[config.mk]
export PLATFORM = sky130hd
export DESIGN_NAME = sliding_window_arq_sender_core
export DESIGN_NICKNAME = d
export VERILOG_FILES = /design/src/sv/swarq_pkg.sv /design/src/sv/swarq_mark_ram.sv /design/src/sv/swarq_out_buf.sv /design/src/sv/swarq_engine.sv /design/src/sv/sliding_window_arq_sender_core.sv
export SDC_FILE = /design/constraint.sdc
export NUM_CORES = 2
export LEC_CHECK = 0
export BUFFER_PORTS_ARGS = -buffer_cell sky130_fd_sc_hd__clkbuf_2
export CAP_MARGIN = 20
export CORE_UTILIZATION = 57
export DETAILED_ROUTE_END_ITERATION = 10
export HOLD_SLACK_MARGIN = 0.08
export PLACE_DENSITY = 0.85
export SLEW_MARGIN = 20
export SYNTH_ARGS = -nofsm -noshare
export SYNTH_HDL_FRONTEND = slang
export SYNTH_SLANG_ARGS = --single-unit
[constraint.sdc]
create_clock -name aclk -period 21 [get_ports aclk]
set_input_delay 1.05 -clock aclk [delete_from_list [all_inputs] [get_ports aclk]]
set_output_delay 1.05 -clock aclk [all_outputs]
set_load 0.005 [all_outputs]
[src/sv/swarq_pkg.sv]
`timescale 1ns / 1ps

package swarq_pkg;

    localparam int DATA_COUNT  = 1024;
    localparam int MAX_WINDOW  = 16;
    localparam int MAX_RESULTS = 32;

    localparam int IDX_W  = $clog2(DATA_COUNT);
    localparam int NEXT_W = $clog2(DATA_COUNT + 1);
    localparam int WIN_W  = $clog2(MAX_WINDOW + 1);
    localparam int CNT_W  = $clog2(MAX_RESULTS + 1);

    localparam logic [NEXT_W-1:0] DC_N        = NEXT_W'(DATA_COUNT);
    localparam logic [IDX_W-1:0]  LAST_IDX    = IDX_W'(DATA_COUNT - 1);
    localparam logic [31:0]       LAST_OFFSET = 32'(DATA_COUNT - 1);

    localparam logic [1:0] OP_START    = 2'd0;
    localparam logic [1:0] OP_ACK      = 2'd1;
    localparam logic [1:0] OP_GAP      = 2'd2;
    localparam logic [1:0] OP_HANDOVER = 2'd3;

    localparam logic [1:0] KIND_NEW      = 2'd0;
    localparam logic [1:0] KIND_GAP      = 2'd1;
    localparam logic [1:0] KIND_DUP      = 2'd2;
    localparam logic [1:0] KIND_HANDOVER = 2'd3;

    localparam logic CFG_START_SEQ   = 1'b0;
    localparam logic CFG_WINDOW_SIZE = 1'b1;

    typedef enum logic [3:0] {
        ST_CLEAR,
        ST_IDLE,
        ST_ACK_CHK,
        ST_WIN_START,
        ST_WIN_CHK,
        ST_DUP,
        ST_RES,
        ST_GAP,
        ST_FLUSH
    } state_t;

    typedef struct packed {
        logic [31:0] start_seq;
        logic [4:0]  window_size;
    } cfg_t;

    typedef struct packed {
        logic             we;
        logic [IDX_W-1:0] waddr;
        logic             wdata;
        logic             re;
        logic [IDX_W-1:0] raddr;
    } mem_req_t;

    typedef struct packed {
        logic        valid;
        logic [31:0] seq;
        logic [1:0]  kind;
    } emit_t;

    typedef struct packed {
        logic emit_ok;
        logic flush_done;
        logic pend_valid;
    } obuf_stat_t;

endpackage

[src/sv/swarq_mark_ram.sv]
`timescale 1ns / 1ps

module swarq_mark_ram (
    input  logic                aclk,
    input  swarq_pkg::mem_req_t req,
    output logic                rd_mark
);
    import swarq_pkg::*;

    logic mem [DATA_COUNT];
    logic rd_mark_reg;

    always_ff @(posedge aclk) begin
        if (req.we) begin
            mem[req.waddr] <= req.wdata;
        end
        if (req.re) begin
            rd_mark_reg <= mem[req.raddr];
        end
    end

    assign rd_mark = rd_mark_reg;

endmodule

[src/sv/swarq_out_buf.sv]
`timescale 1ns / 1ps

module swarq_out_buf (
    input  logic                  aclk,
    input  logic                  aresetn,
    input  swarq_pkg::emit_t      emit,
    input  logic                  flush,
    output swarq_pkg::obuf_stat_t stat,
    output logic                  m_tvalid,
    input  logic                  m_tready,
    output logic [31:0]           m_tdata,
    output logic [1:0]            m_tuser,
    output logic                  m_tlast
);
    import swarq_pkg::*;

    // The newest result is held back one step so that the last one of a
    // request can be tagged once the engine knows nothing more follows.
    logic        pend_valid_reg, pend_valid_next;
    logic [31:0] pend_seq_reg, pend_seq_next;
    logic [1:0]  pend_kind_reg, pend_kind_next;
    logic        m_valid_reg, m_valid_next;
    logic [31:0] m_seq_reg, m_seq_next;
    logic [1:0]  m_kind_reg, m_kind_next;
    logic        m_last_reg, m_last_next;
    logic        out_free;

    always_comb begin
        out_free        = !m_valid_reg || m_tready;
        stat.emit_ok    = !pend_valid_reg || out_free;
        stat.flush_done = !pend_valid_reg || out_free;
        stat.pend_valid = pend_valid_reg;

        pend_valid_next = pend_valid_reg;
        pend_seq_next   = pend_seq_reg;
        pend_kind_next  = pend_kind_reg;
        m_valid_next    = m_valid_reg && !m_tready;
        m_seq_next      = m_seq_reg;
        m_kind_next     = m_kind_reg;
        m_last_next     = m_last_reg;

        if (emit.valid && stat.emit_ok) begin
            if (pend_valid_reg) begin
                m_valid_next = 1'b1;
                m_seq_next   = pend_seq_reg;
                m_kind_next  = pend_kind_reg;
                m_last_next  = 1'b0;
            end
            pend_valid_next = 1'b1;
            pend_seq_next   = emit.seq;
            pend_kind_next  = emit.kind;
        end else if (flush && pend_valid_reg && out_free) begin
            m_valid_next    = 1'b1;
            m_seq_next      = pend_seq_reg;
            m_kind_next     = pend_kind_reg;
            m_last_next     = 1'b1;
            pend_valid_next = 1'b0;
        end
    end

    always_ff @(posedge aclk) begin
        if (!aresetn) begin
            pend_valid_reg <= 1'b0;
            m_valid_reg    <= 1'b0;
        end else begin
            pend_valid_reg <= pend_valid_next;
            m_valid_reg    <= m_valid_next;
        end
        pend_seq_reg  <= pend_seq_next;
        pend_kind_reg <= pend_kind_next;
        m_seq_reg     <= m_seq_next;
        m_kind_reg    <= m_kind_next;
        m_last_reg    <= m_last_next;
    end

    assign m_tvalid = m_valid_reg;
    assign m_tdata  = m_seq_reg;
    assign m_tuser  = m_kind_reg;
    assign m_tlast  = m_last_reg;

endmodule

[src/sv/swarq_engine.sv]
`timescale 1ns / 1ps

module swarq_engine (
    input  logic                  aclk,
    input  logic                  aresetn,
    input  swarq_pkg::cfg_t       cfg,
    input  logic                  s_tvalid,
    output logic                  s_tready,
    input  logic [71:0]           s_tdata,
    input  logic [1:0]            s_tuser,
    output swarq_pkg::mem_req_t   mem,
    input  logic                  rd_mark,
    output swarq_pkg::emit_t      emit,
    output logic                  flush,
    input  swarq_pkg::obuf_stat_t stat
);
    import swarq_pkg::*;

    state_t            state_reg, state_next;
    logic [NEXT_W-1:0] next_reg, next_next;
    logic [IDX_W-1:0]  sent_upto_reg, sent_upto_next;
    logic              any_sent_reg, any_sent_next;
    logic              dup_seen_reg, dup_seen_next;
    logic [NEXT_W-1:0] pos_reg, pos_next;
    logic [WIN_W-1:0]  k_reg, k_next;
    logic [CNT_W-1:0]  cnt_reg, cnt_next;
    logic [IDX_W-1:0]  clr_reg, clr_next;
    logic [1:0]        op_reg, op_next;
    logic [31:0]       ack_seq_reg, ack_seq_next;
    logic              gaps_reg, gaps_next;
    logic [31:0]       gap_seq_reg, gap_seq_next;
    logic [1:0]        kind_reg, kind_next;

    logic [WIN_W-1:0]  win;
    logic [31:0]       idx32;
    logic [31:0]       s_idx32;
    logic              in_range;
    logic              cap;
    logic              want;
    logic              proceed;
    logic [WIN_W-1:0]  k_inc;
    logic [NEXT_W-1:0] pos_inc;
    state_t            win_done;

    always_comb begin
        if (32'(cfg.window_size) > MAX_WINDOW) begin
            win = WIN_W'(MAX_WINDOW);
        end else begin
            win = WIN_W'(cfg.window_size);
        end
        idx32    = ack_seq_reg - cfg.start_seq;
        s_idx32  = s_tdata[31:0] - cfg.start_seq;
        in_range = idx32 < 32'(DATA_COUNT);
        cap      = cnt_reg == CNT_W'(MAX_RESULTS);
        k_inc    = k_reg + 1'b1;
        pos_inc  = pos_reg + 1'b1;
        win_done = (op_reg == OP_ACK) ? ST_DUP : ST_FLUSH;

        state_next     = state_reg;
        next_next      = next_reg;
        sent_upto_next = sent_upto_reg;
        any_sent_next  = any_sent_reg;
        dup_seen_next  = dup_seen_reg;
        pos_next       = pos_reg;
        k_next         = k_reg;
        cnt_next       = cnt_reg;
        clr_next       = clr_reg;
        op_next        = op_reg;
        ack_seq_next   = ack_seq_reg;
        gaps_next      = gaps_reg;
        gap_seq_next   = gap_seq_reg;
        kind_next      = kind_reg;

        s_tready  = 1'b0;
        flush     = 1'b0;
        mem       = '0;
        want      = 1'b0;
        emit.seq  = cfg.start_seq + 32'(pos_reg);
        emit.kind = kind_reg;

        case (state_reg)
            ST_WIN_CHK: begin
                want = !rd_mark;
            end
            ST_RES: begin
                want = any_sent_reg && (pos_reg <= NEXT_W'(sent_upto_reg)) && (pos_reg < DC_N);
            end
            ST_GAP: begin
                want = 1'b1;
            end
            default: begin
                want = 1'b0;
            end
        endcase

        emit.valid = want && !cap;
        proceed    = !want || cap || stat.emit_ok;
        if (want && !cap && stat.emit_ok) begin
            cnt_next = cnt_reg + 1'b1;
        end

        case (state_reg)
            ST_CLEAR: begin
                mem.we    = 1'b1;
                mem.waddr = clr_reg;
                mem.wdata = 1'b0;
                clr_next  = clr_reg + 1'b1;
                if (clr_reg == LAST_IDX) begin
                    state_next = ST_IDLE;
                end
            end
            ST_IDLE: begin
                s_tready = 1'b1;
                if (s_tvalid) begin
                    op_next      = s_tuser;
                    ack_seq_next = s_tdata[31:0];
                    gaps_next    = s_tdata[32];
                    gap_seq_next = s_tdata[64:33];
                    cnt_next     = '0;
                    case (s_tuser)
                        OP_START: begin
                            kind_next  = KIND_NEW;
                            state_next = ST_WIN_START;
                        end
                        OP_ACK: begin
                            kind_next = KIND_NEW;
                            if (s_idx32 < 32'(DATA_COUNT)) begin
                                mem.re    = 1'b1;
                                mem.raddr = s_idx32[IDX_W-1:0];
                            end
                            state_next = ST_ACK_CHK;
                        end
                        OP_GAP: begin
                            kind_next  = KIND_GAP;
                            state_next = ST_GAP;
                        end
                        default: begin
                            kind_next  = KIND_HANDOVER;
                            pos_next   = next_reg;
                            state_next = ST_RES;
                        end
                    endcase
                end
            end
            ST_ACK_CHK: begin
                if (in_range && (idx32 >= 32'(next_reg)) && rd_mark) begin
                    next_next  = NEXT_W'(idx32) + 1'b1;
                    state_next = ST_WIN_START;
                end else begin
                    if (in_range && (idx32 < 32'(next_reg))) begin
                        dup_seen_next = 1'b1;
                    end
                    state_next = ST_DUP;
                end
            end
            ST_WIN_START: begin
                pos_next = next_reg;
                k_next   = '0;
                if ((win != '0) && (next_reg < DC_N)) begin
                    mem.re     = 1'b1;
                    mem.raddr  = next_reg[IDX_W-1:0];
                    state_next = ST_WIN_CHK;
                end else begin
                    state_next = win_done;
                end
            end
            ST_WIN_CHK: begin
                if (proceed) begin
                    if (!rd_mark) begin
                        mem.we    = 1'b1;
                        mem.waddr = pos_reg[IDX_W-1:0];
                        mem.wdata = 1'b1;
                        if (!any_sent_reg || (NEXT_W'(sent_upto_reg) <= pos_reg)) begin
                            sent_upto_next = pos_reg[IDX_W-1:0];
                            any_sent_next  = 1'b1;
                        end
                    end
                    k_next   = k_inc;
                    pos_next = pos_inc;
                    if ((k_inc < win) && (pos_inc < DC_N)) begin
                        mem.re    = 1'b1;
                        mem.raddr = pos_inc[IDX_W-1:0];
                    end else begin
                        state_next = win_done;
                    end
                end
            end
            ST_DUP: begin
                if (!gaps_reg && dup_seen_reg
                        && (ack_seq_reg != cfg.start_seq + LAST_OFFSET)) begin
                    dup_seen_next = 1'b0;
                    kind_next     = KIND_DUP;
                    pos_next      = next_reg;
                    state_next    = ST_RES;
                end else begin
                    state_next = ST_FLUSH;
                end
            end
            ST_RES: begin
                if (!want) begin
                    state_next = ST_FLUSH;
                end else if (proceed) begin
                    pos_next = pos_inc;
                end
            end
            ST_GAP: begin
                emit.seq = gap_seq_reg;
                if (proceed) begin
                    state_next = ST_FLUSH;
                end
            end
            ST_FLUSH: begin
                flush = 1'b1;
                if (stat.flush_done) begin
                    state_next = ST_IDLE;
                end
            end
            default: begin
                state_next = ST_IDLE;
            end
        endcase
    end

    always_ff @(posedge aclk) begin
        if (!aresetn) begin
            state_reg     <= ST_CLEAR;
            next_reg      <= '0;
            sent_upto_reg <= '0;
            any_sent_reg  <= 1'b0;
            dup_seen_reg  <= 1'b0;
            clr_reg       <= '0;
            cnt_reg       <= '0;
        end else begin
            state_reg     <= state_next;
            next_reg      <= next_next;
            sent_upto_reg <= sent_upto_next;
            any_sent_reg  <= any_sent_next;
            dup_seen_reg  <= dup_seen_next;
            clr_reg       <= clr_next;
            cnt_reg       <= cnt_next;
        end
        pos_reg     <= pos_next;
        k_reg       <= k_next;
        op_reg      <= op_next;
        ack_seq_reg <= ack_seq_next;
        gaps_reg    <= gaps_next;
        gap_seq_reg <= gap_seq_next;
        kind_reg    <= kind_next;
    end

endmodule

[src/sv/sliding_window_arq_sender_core.sv]
`timescale 1ns / 1ps

// Channel   Direction  Handshake           Payload
// s_        in         s_tvalid/s_tready   tdata: ack_seq, gaps_follow, gap_seq; tuser: opcode
// m_        out        m_tvalid/m_tready   tdata: send_seq; tuser: send_kind; tlast: last_of_run
// cfg_      in         cfg_valid/cfg_ready cfg_index selects start_seq or window_size
//
// After reset the sent-mark memory is cleared one entry a cycle, all 1024 entries, before the
// first request is taken; configuration writes are accepted throughout.
// A start walks the window from the next unacked offset. An ack reads its mark, walks the window
// when it moves the pointer, and may then resend the outstanding offsets after a duplicate.
// A gap entry issues one result, a handover resends the outstanding offsets, one offset a cycle unless stalled.
// A stalled result channel holds the walk; up to two results wait, one held back, one at the output.

module sliding_window_arq_sender_core (
    input  logic        aclk,
    input  logic        aresetn,
    input  logic        s_tvalid,
    output logic        s_tready,
    input  logic [71:0] s_tdata,   // [31:0] ack_seq, [32] gaps_follow, [64:33] gap_seq
    input  logic [1:0]  s_tuser,   // [1:0] opcode
    output logic        m_tvalid,
    input  logic        m_tready,
    output logic [31:0] m_tdata,   // [31:0] send_seq
    output logic [1:0]  m_tuser,   // [1:0] send_kind
    output logic        m_tlast,
    input  logic        cfg_valid,
    output logic        cfg_ready,
    input  logic        cfg_index,
    input  logic [31:0] cfg_data
);
    import swarq_pkg::*;

    logic [31:0] start_seq_reg;
    logic [4:0]  window_size_reg;
    cfg_t        cfg;
    mem_req_t    mem;
    logic        rd_mark;
    emit_t       emit;
    logic        flush;
    obuf_stat_t  stat;

    assign cfg_ready = 1'b1;

    always_ff @(posedge aclk) begin
        if (!aresetn) begin
            start_seq_reg   <= '0;
            window_size_reg <= 5'd4;
        end else if (cfg_valid && cfg_ready) begin
            case (cfg_index)
                CFG_START_SEQ: begin
                    start_seq_reg <= cfg_data;
                end
                CFG_WINDOW_SIZE: begin
                    window_size_reg <= cfg_data[4:0];
                end
                default: begin
                    start_seq_reg <= start_seq_reg;
                end
            endcase
        end
    end

    assign cfg.start_seq   = start_seq_reg;
    assign cfg.window_size = window_size_reg;

    swarq_mark_ram u_ram (
        .aclk    (aclk),
        .req     (mem),
        .rd_mark (rd_mark)
    );

    swarq_engine u_engine (
        .aclk     (aclk),
        .aresetn  (aresetn),
        .cfg      (cfg),
        .s_tvalid (s_tvalid),
        .s_tready (s_tready),
        .s_tdata  (s_tdata),
        .s_tuser  (s_tuser),
        .mem      (mem),
        .rd_mark  (rd_mark),
        .emit     (emit),
        .flush    (flush),
        .stat     (stat)
    );

    swarq_out_buf u_out (
        .aclk     (aclk),
        .aresetn  (aresetn),
        .emit     (emit),
        .flush    (flush),
        .stat     (stat),
        .m_tvalid (m_tvalid),
        .m_tready (m_tready),
        .m_tdata  (m_tdata),
        .m_tuser  (m_tuser),
        .m_tlast  (m_tlast)
    );

    a_idle_no_pending: assert property (@(posedge aclk) disable iff (!aresetn)
        s_tready |-> !stat.pend_valid)
        else $error("Request taken while a result is still held back.");

    a_one_request: assert property (@(posedge aclk) disable iff (!aresetn)
        (s_tvalid && s_tready) |=> !s_tready)
        else $error("Second request taken before the first finished.");

    a_no_rw_clash: assert property (@(posedge aclk) disable iff (!aresetn)
        (mem.we && mem.re) |-> (mem.waddr != mem.raddr))
        else $error("Mark memory read and written at the same entry.");

    a_flush_no_emit: assert property (@(posedge aclk) disable iff (!aresetn)
        flush |-> !emit.valid)
        else $error("Result issued while the request is being closed.");

endmodule

# Word-level counts from Yosys, hierarchy flattened
# Memories as Yosys holds them, arrays and structs flattened. A register that Yosys moved wholly into a read port is not among the register bits.
# Index checks and enable logic that the tools add are counted.
[word_totals]
ff_bits = 236
ramBits = 1024
out_inout_bits = 38
word_cells = 183
mem_count = 1
[classes]
add_sub_neg = 9
order_cmp = 11
eq_ne = 27
n_mux = 62
bitwise = 2
reduce_logical = 48
[memory_table]
columns = ["name", "depth", "width", "read_ports", "rd_clocked_by_memory_dff", "write_ports", "line_no", "rtl"]
rows = [
  ["u_ram.mem", 1024, 1, 1, 1, 1, "swarq_mark_ram.sv:10", "logic mem [DATA_COUNT];"],
]
[ops]
columns = ["cell", "n"]
rows = [
  ["32-bit 2-to-1 mux", 4],
  ["11-bit 2-to-1 mux", 10],
  ["32-bit by 11-bit < comparator with 1-bit output, second input constant", 2],
  ["32-bit subtractor", 2],
  ["11-bit one-hot mux with 5 select lines", 1],
  ["4-bit 2-to-1 mux", 10],
  ["4-bit one-hot mux with 9 select lines", 1],
  ["11-bit < comparator, second input constant", 3],
  ["11-bit one-hot mux with 3 select lines", 1],
  ["32-bit by 10-bit adder with 32-bit output, second input constant", 1],
  ["32-bit by 11-bit adder with 32-bit output", 1],
  ["32-bit by 11-bit >= comparator with 1-bit output", 1],
  ["32-bit by 11-bit < comparator with 1-bit output", 1],
  ["32-bit != test", 1],
  ["12-bit one-hot mux with 2 select lines", 1],
  ["23-bit 2-to-1 mux", 1],
  ["11-bit by 1-bit adder with 11-bit output, second input constant", 2],
  ["6-bit 2-to-1 mux", 3],
  ["4-bit by 3-bit == test with 1-bit output, second input constant", 4],
  ["2-bit by 1-bit != test with 1-bit output, second input constant", 8],
  ["1-bit 2-to-1 mux", 15],
  ["1-bit logical AND", 14],
  ["12-bit 2-to-1 mux", 1],
  ["2-bit AND reduction", 6],
  ["other kinds (36)", 65],
]

# Longest topological paths before layout
[depth]
ltp_word = 11
depth_mapped = 27
mapped_depth_nobuf = 21

# By module
# From an unflattened synthesis, not the netlist that was laid out.
[unflattened]
hier_cells = 4902
hier_area_um2 = 61038.5
[modules_own_cells]
columns = ["module", "instances", "cells_each", "area_per_inst_um2", "seq_area_each_um2"]
rows = [
  ["swarq_mark_ram", 1, 3112, 44666.6, 30779.5],
  ["swarq_engine", 1, 1546, 12654.6, 3413.3],
  ["swarq_out_buf", 1, 83, 2187.1, 2112.0],
  ["sliding_window_arq_sender_core", 1, 161, 1530.2, 740.7],
]

# Worst setup path before layout
# Ideal clock, no wire load.
[synth_path]
kind = "input -> register"
from = "input m_tready"
to = "memory u_ram.mem[66], enable pin"
setup_time_ns = 0.254
t_arrival_ns = 20.650
required_ns = 20.746
slack_ns = 0.096
path_stages = 11
path_buffers = 3
path_cell_list = "nor2b_1 > nand2_1 > nor3_1 > nor3_1 > clkbuf_1 > clkbuf_1 > o21ai_0 > and3_1 > nand2_1 > clkbuf_1 > nor2_1"
[synth_via]
elab_chain_cells = 7
[synth_lines]
columns = ["element", "line_no", "rtl"]
rows = [
  ["from (decl)", "sliding_window_arq_sender_core.sv:23", "input logic m_tready,"],
  ["1-bit logical OR (*)", "swarq_out_buf.sv:29", "out_free = !m_valid_reg || m_tready;"],
  ["1-bit logical OR (*)", "swarq_out_buf.sv:30", "stat.emit_ok = !pend_valid_reg || out_free;"],
  ["1-bit logical OR (*)", "swarq_engine.sv:97", "proceed = !want || cap || stat.emit_ok;"],
  ["23-bit 2-to-1 mux (*)", "swarq_engine.sv:168", "if (proceed) begin"],
  ["12-bit one-hot mux with 2 select lines (*)", "swarq_engine.sv:102", "case (state_reg)"],
  ["1-bit 2-to-1 mux", "swarq_mark_ram.sv:14", "if (req.we) begin"],
  ["1-bit 2-to-1 mux (not written as such)", "swarq_mark_ram.sv:15", "mem[req.waddr] <= req.wdata;"],
  ["to (decl)", "swarq_mark_ram.sv:10", ""],
]
# Every way passes the cells marked *; elsewhere a longest branch is shown, timed or not.

# Worst setup path after layout
[layout_path]
from = "register start_seq_reg[16]"
to = "register u_ram.rd_mark_reg, in the netlist u_ram.rd_mark (read register of u_ram.mem), data pin"
[layout_via]
elab_chain_cells = 6
[layout_lines]
columns = ["element", "line_no", "rtl"]
rows = [
  ["from (decl)", "sliding_window_arq_sender_core.sv:34", "logic [31:0] start_seq_reg;"],
  ["from (signal assigned)", "sliding_window_arq_sender_core.sv:52", "start_seq_reg <= cfg_data;"],
  ["from (signal assigned)", "sliding_window_arq_sender_core.sv:58", "start_seq_reg <= start_seq_reg;"],
  ["32-bit subtractor", "swarq_engine.sv:52", "s_idx32 = s_tdata[31:0] - cfg.start_seq;"],
  ["32-bit by 11-bit < comparator with 1-bit output", "swarq_engine.sv:127", "if (s_idx32 < 32'(DATA_COUNT)) begin"],
  ["11-bit 2-to-1 mux", "swarq_engine.sv:127", ""],
  ["11-bit 2-to-1 mux", "swarq_engine.sv:120", "case (s_tuser)"],
  ["11-bit 2-to-1 mux", "swarq_engine.sv:114", "if (s_tvalid) begin"],
  ["11-bit one-hot mux with 3 select lines", "swarq_engine.sv:102", ""],
  ["to (decl)", "swarq_mark_ram.sv:11", "logic rd_mark_reg;"],
]
# Every way passes these cells.
# A chain may end at the register's enable or synchronous reset.

==> impl_metrics.ini <==
[global_routing]
grt_max_degree = 341
grt_pass1_vias = 45400
grt_pass1_wl_um = 265600
antenna_found_initial = 2
overflow = 0
track_usage_pct = 32.44

[run]
maxCapViolations = 0

[place]
postPlaceCellArea_um2 = 62500
gp_congestion = 0.9676
dp.cells = 7013
hpwl_um = 101300
io_buffers = 141

[yosys]
synth_edf_count = 1179
ys_types = 95
synthTopCellsByCount = nor2_1, edfxtp_1, nand2_1
synth-seq-cells = 1261
ys_warn_count = 0
yosysMostFrequentCell = nor2_1
ys_seq_area_share_pct = 60.54
ys_top_cells_by_area = edfxtp_1, nor2_1, nand2_1
synth_area_per_cell_um2 = 10.47
async_flop_share_pct = 0
synth_top_area_share_pct = 57.86
yosys.area.top_type = edfxtp_1
synth_flop_cell = edfxtp_1
synth_fp_nets = 6065
syn_area_um2 = 61190
synth_cells = 5845

[worst_setup_path]
crit_type = flip-flop to flip-flop
crit_arrival_ns = 8.92
cp_max_fo = 167
cpMaxStageDelayCell = buf_4
cp_slowest_stage_delay_ns = 0.82
r2r_start = start_seq_reg[16]
start_kind = flip-flop
r2r_cells = 20
crit_required_ns = 21.47
rrSetupSlack_ns = 12.56
crit_path_end_kind = flip-flop
path_cells = inv_1 > ha_1 > a21oi_1 > o21a_1 > a211oi_1 > a21oi_1 > o311ai_1 > a211oi_1 > nand3_2 > and2_4 > buf_12 > buf_4 > mux2i_1 > o22ai_1 > a221oi_1 > a211o_1 > a311o_1 > nor4bb_1 > o31ai_1 > o211a_1
r2r-end = u_ram.rd_mark

[layout]
fillers = 7576
drive_above_1_share_pct = 8.728
area_growth_syn_to_layout_pct = 9.516
finalNonFillerCells = 7247
final_area_um2 = 67010
largest_register_ffs = 1024
largest-register = u_ram.mem
layout.nets = 5982

[outcome]
outcome = complete, no violations

[clock_tree]
clkSlewWorstSetupHoldPaths_ns = 0.06
cts_inserted_buffers = 131
clk_latency_ns = 0.80
cts_max_path_buffers = 3
cts_hold_buffers = 0
root_buffer = clkbuf_16
cts_tree = yes
cts_setup_buffers = 0
cts.repair.resized = 0
numClockSinks = 1261
cts_max_level = 4

[detailed_routing]
routed_wl_um = 181200
drc = 0
vias = 47880
ant_nets = 0
drt_iter0_markers = 8546
drt-pass1-iter-count = 7
wl_per_cell_um = 25.00
viasPerCell = 6.606

[floorplanning]
pin_count = 150
coreArea_um2 = 105900
chipHeight_um = 329.6
die-width_um = 329.6
die_area_um2 = 108700
initial_utilization_pct = 57.80
num_rows = 119

[sta]
drv_slew = 0
min_period_ns = 8.443
holdWs_ns = 0.4110
fin_crit_sh_pct = 40.20
final.setup.tns_ns = 0
hold_viol = 0
rsz0062_at_grt = no
finalSetupViolCount = 0
maxClockFrequency_mhz = 118.4
skew_ns = 0.05519
relSlewSlack_pct = 8.719
tightest_slew_ns = 1.366

[worst_hold_path]
hp-start = u_out.pend_seq_reg[12]
min_path_cells = 0
min_path_type = flip-flop to flip-flop
holdPathEnd = u_out.m_tdata[12]

[power]
powerDensity_nw_per_um2 = 81.91
leakagePower_nw = 22.69
peakVddDrop_mv = 0.07737
design_power_total_w = 0.005489
layout make-up:
cell class	count	area (um2)	area share (%)
sequential	1261	37050	55.28
timing repair buffer	224	1495	2.231
clock buffer	157	3502	5.226
clock inverter	69	782.0	1.167
inverter	106	397.9	0.5937
tap	1391	1740	2.597
multi-input combinational	4038	22050	32.90
antenna	1	2.502	0.003734
logic make-up after synthesis:
group,Yosys count,share of synthesized area [%]
simple gates,2797,19.25
fa+ha+maj,108,2.245
buf+inv,546,3.826
flops,1261,60.54
mux,232,3.803
other cells,1,0.006128
compound gates,768,8.437
xor+xnor,132,1.889
worst max-delay path: cells and delay by family (launching register included):
kind / cells / cell delay (ns)
flip-flops: 1 / 0.54
adder cells (fa/ha/maj): 1 / 0.50
buffers and inverters: 3 / 1.67
multiplexers: 1 / 0.32
AND/OR/NAND/NOR: 3 / 1.47
AO/OA/AOI/OAI: 12 / 3.43
how the worst max path moves through the flow:
| stage | startpoint | to | cells past startpoint |
|---|---|---|---|
| floorplan | m_tready | u_ram.mem[66] | 11 |
| global placement | s_tdata[0] | u_ram.rd_mark | 23 |
| detailed placement | s_tdata[0] | u_ram.rd_mark | 23 |
| CTS | start_seq_reg[16] | u_ram.rd_mark | 20 |
| global route | start_seq_reg[16] | u_ram.rd_mark | 20 |
| finish | start_seq_reg[16] | u_ram.rd_mark | 20 |
layer usage:
metal  wire (um)  GRT usage [%]  vias to the layer above
met1       61380          40.99                    22620
met4       11950          19.47                        6
met3       27450          9.524                      837
met5          62         0.2174                        -
met2       80370          49.55                     3914
li1            -              -                    20500
where the power goes:
group	total (W)	switching (W)	internal [W]
Clock	0.00234	0.00101	0.00133
Sequential	0.00276	0.0000218	0.00273
Combinational	0.000390	0.000283	0.000107
placed cells by master, fill, tap and decap left out, types with 25 or more instances in the layout:
| cell | synthesis | routed |
|---|---|---|
| a211oi_1 | 44 | 44 |
| a21boi_0 | 27 | 25 |
| a21o_1 | 31 | 31 |
| a21oi_1 | 174 | 172 |
| a22oi_1 | 29 | 29 |
| a31oi_1 | 71 | 71 |
| a32oi_1 | 34 | 34 |
| and3_1 | 71 | 71 |
| buf_4 | 13 | 70 |
| clkbuf_16 | 0 | 136 |
| clkbuf_2 | 0 | 141 |
| dfxtp_1 | 82 | 82 |
| edfxtp_1 | 1179 | 1179 |
| ha_1 | 105 | 105 |
| inv_1 | 106 | 104 |
| mux2i_1 | 228 | 228 |
| nand2_1 | 988 | 939 |
| nand2_2 | 4 | 47 |
| nand3_1 | 281 | 281 |
| nand4_1 | 77 | 77 |
| nor2_1 | 1180 | 1177 |
| nor3_1 | 51 | 49 |
| o21ai_0 | 120 | 119 |
| o22ai_1 | 38 | 38 |
| xnor2_1 | 81 | 81 |
| xor2_1 | 51 | 51 |
metrics by stage:
stage / worst slack (ns) / util (%)
finish: 12.56 / 63.30
global route: 12.31 / 63.30
CTS: 12.85 / 63.09
detailed placement: 12.34 / 59.04
global placement: 12.37 / 59.03
floorplan: 0.09585 / -
Power figures use the tool's default switching activity.
